File: src/design/cstp_pkg.sv
// types and constants for the call-site table parser
package cstp_pkg;

	// parser phase
	typedef enum logic [2:0] {
		PH_HEADER   = 3'd0,
		PH_TLEN     = 3'd1,
		PH_RECORDS  = 3'd2,
		PH_DONE_OK  = 3'd3,
		PH_DONE_ERR = 3'd4
	} phase_t;

	// result status codes
	typedef enum logic [2:0] {
		ST_OK       = 3'd0,
		ST_BAD_ENC  = 3'd1,
		ST_OVERFLOW = 3'd2,
		ST_TRUNC    = 3'd3,
		ST_ACTION   = 3'd4
	} status_t;

	// header layout
	localparam logic [3:0] HDR_SKIP_BYTES = 4'd8;
	localparam logic [3:0] HDR_LAST_ENC   = 4'd10;
	localparam logic [3:0] HDR_BYTES      = 4'd11;
	localparam logic [7:0] ENC_OMIT       = 8'hff;
	localparam logic [7:0] ENC_ULEB128    = 8'h01;

	// uleb128 decoding
	localparam logic [6:0] ULEB_STEP      = 7'd7;
	localparam logic [6:0] ULEB_TOP_SHIFT = 7'd63;
	localparam logic [6:0] ULEB_MAX_SHIFT = 7'd64;

	// record field order
	localparam logic [1:0] FLD_START  = 2'd0;
	localparam logic [1:0] FLD_LENGTH = 2'd1;
	localparam logic [1:0] FLD_PAD    = 2'd2;
	localparam logic [1:0] FLD_ACTION = 2'd3;

endpackage

File: src/design/call_site_table_parser_top.sv
// call-site table parser: byte stream in, landing pad records and status out
//
//  channel | handshake          | payload
//  --------+--------------------+-----------------------------------------------------
//  in      | in_valid/in_ready  | data_byte[7:0], last_byte
//  out     | out_valid/out_ready| range_end[63:0], pad_offset[63:0], record_valid,
//          |                    | status[2:0], table_end
//
//  one item a cycle while no result is held (out_valid low or out_ready high): a byte
//  waits in the input register, then the parser update and the result register load happen on the same edge.
//  the throughput is set by the parser state loop (uleb shift/or and the table length
//  decrement), a register-to-register feedback loop; the start plus length add feeds only
//  the result register.
//  arst_n clears the parser state and both valid flags; payload registers are not reset.
//  a held result stalls the parser and the input register; new bytes keep flowing while out_ready.
module call_site_table_parser_top (
	input  logic        clk,
	input  logic        arst_n,
	input  logic        in_valid,
	output logic        in_ready,
	input  logic [7:0]  data_byte,
	input  logic        last_byte,
	output logic        out_valid,
	input  logic        out_ready,
	output logic [63:0] range_end,
	output logic [63:0] pad_offset,
	output logic        record_valid,
	output logic [2:0]  status,
	output logic        table_end
);

	// input register
	logic       valid_s1;
	logic [7:0] byte_s1;
	logic       last_s1;

	// parser state
	cstp_pkg::phase_t phase_q, phase_n;
	logic [3:0]  hdr_cnt_q, hdr_cnt_n;
	logic [63:0] uleb_val_q, uleb_val_n;
	logic [6:0]  uleb_shift_q, uleb_shift_n;
	logic [1:0]  fld_idx_q, fld_idx_n;
	logic [63:0] tbl_left_q, tbl_left_n;
	logic [63:0] site_start_q, site_start_n;
	logic [63:0] site_len_q, site_len_n;
	logic [63:0] pad_q, pad_n;

	// result register
	logic        out_valid_q;
	logic [63:0] range_end_q, pad_offset_q;
	logic        rec_valid_q, table_end_q;
	cstp_pkg::status_t status_q;

	// stage handshake
	logic advance;
	assign advance  = valid_s1 && (!out_valid_q || out_ready);
	assign in_ready = !valid_s1 || advance;

	always_ff @(posedge clk or negedge arst_n) begin
		if (!arst_n) begin
			valid_s1 <= 1'b0;
		end else if (in_ready) begin
			valid_s1 <= in_valid;
		end
	end

	always_ff @(posedge clk) begin
		if (in_ready && in_valid) begin
			byte_s1 <= data_byte;
			last_s1 <= last_byte;
		end
	end

	// uleb128 byte feed
	logic [63:0] slice_sh;
	logic        feed_ovf, feed_done;
	logic [63:0] feed_val;
	assign slice_sh  = {57'd0, byte_s1[6:0]} << uleb_shift_q;
	assign feed_ovf  = (uleb_shift_q >= cstp_pkg::ULEB_MAX_SHIFT) ||
	                   ((uleb_shift_q == cstp_pkg::ULEB_TOP_SHIFT) && (byte_s1[6:1] != 6'd0));
	assign feed_done = !feed_ovf && !byte_s1[7];
	// bits above the current shift are still zero, so or equals add
	assign feed_val  = uleb_val_q | slice_sh;

	// parser next state and result
	logic [63:0] tbl_dec;
	logic        rec_done, emit, put_done, want_ok;
	logic [7:0]  enc_want;
	cstp_pkg::status_t err;
	assign tbl_dec = tbl_left_q - 64'd1;

	always_comb begin
		phase_n      = phase_q;
		hdr_cnt_n    = hdr_cnt_q;
		uleb_val_n   = uleb_val_q;
		uleb_shift_n = uleb_shift_q;
		fld_idx_n    = fld_idx_q;
		tbl_left_n   = tbl_left_q;
		site_start_n = site_start_q;
		site_len_n   = site_len_q;
		pad_n        = pad_q;
		err          = cstp_pkg::ST_OK;
		rec_done     = 1'b0;
		emit         = 1'b0;
		put_done     = 1'b0;
		want_ok      = 1'b1;
		enc_want     = (hdr_cnt_q == cstp_pkg::HDR_LAST_ENC) ? cstp_pkg::ENC_ULEB128
		                                                     : cstp_pkg::ENC_OMIT;
		case (phase_q)
			cstp_pkg::PH_HEADER: begin
				if (hdr_cnt_q >= cstp_pkg::HDR_SKIP_BYTES && byte_s1 != enc_want) begin
					err = cstp_pkg::ST_BAD_ENC;
				end
				hdr_cnt_n = hdr_cnt_q + 4'd1;
				if (hdr_cnt_n >= cstp_pkg::HDR_BYTES) begin
					phase_n = cstp_pkg::PH_TLEN;
				end
				if (err == cstp_pkg::ST_OK && last_s1) begin
					err = cstp_pkg::ST_TRUNC;
				end
			end
			cstp_pkg::PH_TLEN: begin
				if (feed_ovf) begin
					err = cstp_pkg::ST_OVERFLOW;
				end else begin
					uleb_val_n   = feed_val;
					uleb_shift_n = uleb_shift_q + cstp_pkg::ULEB_STEP;
					if (feed_done) begin
						tbl_left_n   = feed_val;
						phase_n      = (feed_val != 64'd0) ? cstp_pkg::PH_RECORDS
						                                   : cstp_pkg::PH_DONE_OK;
						uleb_val_n   = 64'd0;
						uleb_shift_n = 7'd0;
					end
				end
				if (err == cstp_pkg::ST_OK && last_s1) begin
					if (phase_n == cstp_pkg::PH_DONE_OK) begin
						put_done = 1'b1;
					end else begin
						err = cstp_pkg::ST_TRUNC;
					end
				end
			end
			cstp_pkg::PH_RECORDS: begin
				tbl_left_n = tbl_dec;
				if (feed_ovf) begin
					err = cstp_pkg::ST_OVERFLOW;
				end else begin
					uleb_val_n   = feed_val;
					uleb_shift_n = uleb_shift_q + cstp_pkg::ULEB_STEP;
					if (feed_done) begin
						case (fld_idx_q)
							cstp_pkg::FLD_START:  site_start_n = feed_val;
							cstp_pkg::FLD_LENGTH: site_len_n   = feed_val;
							cstp_pkg::FLD_PAD:    pad_n        = feed_val;
							default: begin
								rec_done = 1'b1;
								if (feed_val != 64'd0) begin
									err = cstp_pkg::ST_ACTION;
								end else if (pad_q != 64'd0) begin
									emit = 1'b1;
								end
							end
						endcase
						fld_idx_n    = fld_idx_q + 2'd1;
						uleb_val_n   = 64'd0;
						uleb_shift_n = 7'd0;
					end
				end
				// table length and end of data checks
				if (err == cstp_pkg::ST_OK) begin
					if (tbl_dec == 64'd0) begin
						if (!rec_done) begin
							err     = cstp_pkg::ST_TRUNC;
							want_ok = 1'b0;
						end else begin
							phase_n = cstp_pkg::PH_DONE_OK;
						end
					end
					if (want_ok && last_s1 && phase_n == cstp_pkg::PH_RECORDS) begin
						err = cstp_pkg::ST_TRUNC;
					end
					if (err == cstp_pkg::ST_OK && !emit && last_s1) begin
						put_done = 1'b1;
					end
				end
			end
			cstp_pkg::PH_DONE_OK: begin
				if (last_s1) begin
					put_done = 1'b1;
				end
			end
			default: begin
			end
		endcase
		if (err != cstp_pkg::ST_OK) begin
			phase_n = cstp_pkg::PH_DONE_ERR;
		end
		// final byte returns the parser to its reset state
		if (last_s1) begin
			phase_n      = cstp_pkg::PH_HEADER;
			hdr_cnt_n    = 4'd0;
			uleb_val_n   = 64'd0;
			uleb_shift_n = 7'd0;
			fld_idx_n    = 2'd0;
			tbl_left_n   = 64'd0;
			site_start_n = 64'd0;
			site_len_n   = 64'd0;
			pad_n        = 64'd0;
		end
	end

	// parser state registers
	always_ff @(posedge clk or negedge arst_n) begin
		if (!arst_n) begin
			phase_q      <= cstp_pkg::PH_HEADER;
			hdr_cnt_q    <= 4'd0;
			uleb_val_q   <= 64'd0;
			uleb_shift_q <= 7'd0;
			fld_idx_q    <= 2'd0;
			tbl_left_q   <= 64'd0;
			site_start_q <= 64'd0;
			site_len_q   <= 64'd0;
			pad_q        <= 64'd0;
		end else if (advance) begin
			phase_q      <= phase_n;
			hdr_cnt_q    <= hdr_cnt_n;
			uleb_val_q   <= uleb_val_n;
			uleb_shift_q <= uleb_shift_n;
			fld_idx_q    <= fld_idx_n;
			tbl_left_q   <= tbl_left_n;
			site_start_q <= site_start_n;
			site_len_q   <= site_len_n;
			pad_q        <= pad_n;
		end
	end

	// result valid flag
	logic has_result;
	assign has_result = (err != cstp_pkg::ST_OK) || emit || put_done;

	always_ff @(posedge clk or negedge arst_n) begin
		if (!arst_n) begin
			out_valid_q <= 1'b0;
		end else if (advance) begin
			out_valid_q <= has_result;
		end else if (out_ready) begin
			out_valid_q <= 1'b0;
		end
	end

	// result payload
	always_ff @(posedge clk) begin
		if (advance && has_result) begin
			if (err != cstp_pkg::ST_OK) begin
				range_end_q  <= 64'd0;
				pad_offset_q <= 64'd0;
				rec_valid_q  <= 1'b0;
				status_q     <= err;
				table_end_q  <= 1'b1;
			end else if (emit) begin
				range_end_q  <= site_start_q + site_len_q;
				pad_offset_q <= pad_q;
				rec_valid_q  <= 1'b1;
				status_q     <= cstp_pkg::ST_OK;
				table_end_q  <= last_s1;
			end else begin
				range_end_q  <= 64'd0;
				pad_offset_q <= 64'd0;
				rec_valid_q  <= 1'b0;
				status_q     <= cstp_pkg::ST_OK;
				table_end_q  <= 1'b1;
			end
		end
	end

	assign out_valid    = out_valid_q;
	assign range_end    = range_end_q;
	assign pad_offset   = pad_offset_q;
	assign record_valid = rec_valid_q;
	assign status       = status_q;
	assign table_end    = table_end_q;

`ifndef SYNTH
	// a record result always carries ok status and a nonzero pad
	a_rec_ok: assert property (@(posedge clk) disable iff (!arst_n)
		out_valid_q && rec_valid_q |-> status_q == cstp_pkg::ST_OK && pad_offset_q != 64'd0)
		else $error("record result with bad status or zero pad");

	// an error result ends the table
	a_err_end: assert property (@(posedge clk) disable iff (!arst_n)
		out_valid_q && status_q != cstp_pkg::ST_OK |-> table_end_q && !rec_valid_q)
		else $error("error result does not end the table");

	// the final byte puts the parser back to the header phase
	a_last_reset: assert property (@(posedge clk) disable iff (!arst_n)
		advance && last_s1 |=> phase_q == cstp_pkg::PH_HEADER && hdr_cnt_q == 4'd0 &&
		uleb_shift_q == 7'd0 && fld_idx_q == 2'd0)
		else $error("parser state not cleared after final byte");

	// the final byte yields a table end result unless an error already ended the table
	a_last_result: assert property (@(posedge clk) disable iff (!arst_n)
		advance && last_s1 && phase_q != cstp_pkg::PH_DONE_ERR |=> out_valid_q && table_end_q)
		else $error("final byte gave no table end result");
`endif

endmodule
File: config.mk
export PLATFORM = sky130hd
export DESIGN_NAME = call_site_table_parser_top
export DESIGN_NICKNAME = d
export VERILOG_FILES = /design/src/design/cstp_pkg.sv /design/src/design/call_site_table_parser_top.sv
export SDC_FILE = /design/constraint.sdc
export NUM_CORES = 1
export LEC_CHECK = 0
export BUFFER_PORTS_ARGS = -buffer_cell sky130_fd_sc_hd__buf_2
export CAP_MARGIN = 20
export CELL_PAD_IN_SITES_DETAIL_PLACEMENT = 1
export CELL_PAD_IN_SITES_GLOBAL_PLACEMENT = 1
export CORE_MARGIN = 4
export CORE_UTILIZATION = 44
export DETAILED_ROUTE_END_ITERATION = 16
export GPL_TIMING_DRIVEN = 1
export PLACE_DENSITY = 0.77
export SKIP_CTS_REPAIR_TIMING = 1
export SLEW_MARGIN = 30
export SYNTH_ARGS = -nofsm -noshare
export SYNTH_HDL_FRONTEND = slang
export SYNTH_SLANG_ARGS = --single-unit
File: constraint.sdc
create_clock -name clk -period 9.67 [get_ports clk]
set_input_delay 0.4835 -clock clk [delete_from_list [all_inputs] [get_ports clk]]
set_output_delay 0.4835 -clock clk [all_outputs]
set_load 0.01 [all_outputs]
==> metrics.md <==
| Metric | Value |
|---|---|
| Commonest non-fill, non-tap cells in the layout | `341 x nor2_1, 338 x dfrtp_1, 196 x mux2_2` |
| Worst clock skew | `0.0331 ns` |
| Placed insts | `3,379` |
| Met1 usage | `0.386` |
| Worst R2R Start | `uleb_shift_q[1]` |
| Drt first pass iters | `7` |
| Power share of the combinational group | `0.398` |
| Most area-hungry cell type in the Yosys netlist | `dfrtp_1` |
| Post-synth EDFFs | `142` |
| Initial Util | `0.444` |
| Grt total ovfl | `0` |
| Vias per cell | `6.20` |
| Top FF cell, synth | `dfrtp_1` |
| Post-Syn Area per Cell | `10.2 um^2` |
| Hold Vio Cnt, Final | `0` |
| # diodes | `0` |
| Leakage power | `~0.013 uW` |
| Synth top area share | `0.324` |
| Synth Instances | `roughly 2,600` |
| Commonest non-fill, non-tap cell in the layout | `nor2_1` |
| Setup crit start kind | `register` |
| Antenna-violating nets left | `0` |
| H-tree depth | `2` |
| # IOs | `148` |
| Reg-to-reg slack, setup | `3.28 ns` |
| Max-Cap Viols | `0` |
| Layout fillers | `6,426` |
| Die area | `between 0.06 and 0.07 mm^2` |
| Final min period | `~6.4 ns` |
| Register-to-Register Path Depth | `12` |
| Worst reg2reg endpoint | `range_end[62]` |
| Max Freq | `approximately 0.16 GHz` |
| # rows | `approximately 90` |
| CP Class | `reg -> reg` |
| Clk Tree Root Cell | `clkbuf_16` |
| Slew Viols, Final | `0` |
| CP max-delay cell | `dfrtp_1` |
| Final Core Density | `0.503` |
| Crit. End Element | `register` |
| Syn Std Cell Area | `between 0.02 and 0.03 mm^2` |
| Sum Neg Setup Slack | `0 ns` |
| Final Non-Filler Cells | `3,483` |
| Seq cells post-synth | `480` |
| Sum of buffers and inverters on the critical path | `2` |
| Sw frac | `0.414` |
| Vias in the first global route | `between 20,000 and 25,000` |
| Most common cell on crit path | `buf_4` |
| Reg power frac | `0.336` |
| Area Growth Syn to Fin | `13.5%` |
| Hold depth | `1` |
| Detailed Route WL | `between 90,000 and 100,000 um` |
| Met2 GRT Util | `0.454` |
| Post-synthesis cell type count | `90` |
| Yosys warns | `0` |
| Largest cells by area after synthesis | `dfrtp_1 32%, edfxtp_1 16%, mux2_2 8.4%, nor2_1 5.0%, ha_1 3.5%` |
| Sequential share of the synthesized area | `0.487` |
| Worst vdd ir | `approximately 0.00025 V` |
| Syn_nets | `2,656` |
| Power Density | `286 mW/mm^2` |
| GRT Overall Usage | `0.278` |
| Wire length per cell | `roughly 26 um` |
| Final Cycle Share | `0.660` |
| Hold crit path type | `in -> reg` |
| Status | `finished, final reports clean` |
| Drc violations | `0` |
| Worst-path clk slew | `0.06 ns` |
| # port buffers | `between 100 and 150` |
| TritonCTS buffer count | `54` |
| Chip height | `about 250 um` |
| Routability cong. | `0.918` |
| Hold Path End | `last_s1` |
| Initial antenna violation count | `0` |
| Asr flop ratio synth | `0.704` |
| Int Pwr | `4980 uW` |
| Clock sinks | `480` |
| CP arrival | `6.83 ns` |
| Clock Path Buffers | `3` |
| RSZ-0062 raised after global routing | `false` |
| Core area | `between 0.05 and 0.06 mm^2` |
| DP HPWL | `around 64,000 um` |
| Clock share of power | `0.265` |
| 1st-iter DRT viols | `1,573` |
| Final nets | `2,752` |
| Worst path required time | `10.12 ns` |
| Rel. slew slack | `0.271` |
| Clk Latency, worst-skew pair | `0.64 ns` |
| Global route hottest layer | `met2` |
| CTS tree | `yes` |
| Slew @ Worst Pin | `1.08 ns` |
| First-pass GRT wire length | `between 100,000 and 150,000 um` |
| Endpoints failing setup | `0` |
| DIE WIDTH | `252 um` |
| Met3 usage | `0.0431` |
| CP Depth | `12` |
| Hold Crit Start | `last_byte` |
| CP Max Fanout | `between 60 and 70` |
| Largest net degree at the start of global routing | `134` |
| Crit-path cells | `mux2_2 -> a222oi_1 -> o21ai_0 -> nor4bb_1 -> nand4_1 -> nor4_1 -> nand3_2 -> nor2_4 -> buf_4 -> or4b_4 -> buf_4 -> nor4_2` |
| Peak per-stage delay on the critical path | `between 0.9 and 1 ns` |
| Sw power | `3510 uW` |
| CP delay by family, top | `simple AND/OR/NAND/NOR gates` |
| Via count | `21,590` |
| Share of cells above drive strength 1 | `0.205` |
worst reg2reg max path, cell delays in order (launching register included):
cell      delay, ns
dfrtp_1        0.92
mux2_2         0.45
a222oi_1       0.78
o21ai_0        0.33
nor4bb_1       0.40
nand4_1        0.15
nor4_1         0.55
nand3_2        0.31
nor2_4         0.16
buf_4          0.49
or4b_4         0.77
buf_4          0.45
nor4_2         0.44
layout make-up:
| type | instances | area (um^2) | share of cell area |
|---|---|---|---|
| inverter | 39 | 146 | 0.00494 |
| timing repair buffer | 185 | 1070 | 0.0360 |
| clock buffer | 73 | 1600 | 0.0539 |
| clock inverter | 29 | 378 | 0.0127 |
| sequential | 480 | 12700 | 0.429 |
| multi-input combinational | 1904 | 12800 | 0.431 |
| tap | 773 | 967 | 0.0326 |
metal layers:
layer	up-vias	wire length (um)
li1	9639	-
met5	-	0
met2	665	42300
met3	142	5330
met4	0	2780
met1	11144	39600
worst max-delay path by stage:
stage / from / to
2_1_floorplan: tbl_left_q[0] / pad_offset[0]
3_3_place_gp: uleb_shift_q[1] / range_end[50]
3_5_place_dp: uleb_shift_q[1] / range_end[50]
4_1_cts: uleb_shift_q[1] / range_end[62]
5_1_grt: uleb_shift_q[1] / range_end[60]
6_report: uleb_shift_q[1] / range_end[62]
power by group through the flow:
| stage | Sequential, uW | Combinational, uW | Clock [uW] |
|---|---|---|---|
| after global placement | 2850 | 3250 | 0 |
| after global routing | 2900 | 3630 | 2380 |
| final | 2860 | 3380 | 2250 |
| after detailed placement | 2890 | 3330 | 0 |
| after floorplan | 2880 | 2060 | 0 |
| after CTS | 2850 | 3350 | 2280 |
Yosys cell counts, types with 36 or more instances:
library cell / n
mux2_2: 196
edfxtp_1: 142
o21ai_0: 172
a21o_1: 52
a21oi_1: 182
inv_1: 36
and3_1: 78
nor4_1: 47
xor2_1: 38
nor3_1: 99
clkbuf_1: 121
xnor2_1: 47
nand4_1: 40
dfrtp_1: 338
nor2_1: 350
ha_1: 74
nand2_1: 128
metrics by stage:
stage | power (uW) | setup WS (ns) | hold WS, ns | area [um^2]
finish | 8490 | 3.28 | 0.0502 | 29600
global route | 8910 | 2.87 | 0.0351 | 29600
CTS | 8490 | 3.36 | 0.00858 | 29600
detailed placement | 6210 | 3.37 | 0.488 | 27600
global placement | 6100 | 3.54 | 0.480 | 27600
floorplan | 4950 | 1.85 | 0.188 | 26100
state kept, by name, summed over array words and instances (netlist names), 2 cells and up:
name / flops
byte_s1: 8
tbl_left_q: 64
hdr_cnt_q: 4
pad_offset: 64
range_end: 64
site_len_q: 64
fld_idx_q: 2
site_start_q: 64
phase_q: 3
status: 3
uleb_val_q: 64
pad_q: 64
uleb_shift_q: 7
cell families (layout without fill, tap and decap cells):
group / Yosys count / in the layout / synth area share
xor gates and xnor gates: 85 / 85 / 0.0285
DFF: 480 / 480 / 0.487
AOI/OAI and AO/OA: 605 / 605 / 0.144
adders and majority gates: 75 / 75 / 0.0362
buffers and inverters: 184 / 326 / 0.0291
and+or+nand+nor: 930 / 930 / 0.184
muxes: 209 / 209 / 0.0906
Note: power is estimated with default switching activity, not from simulation.
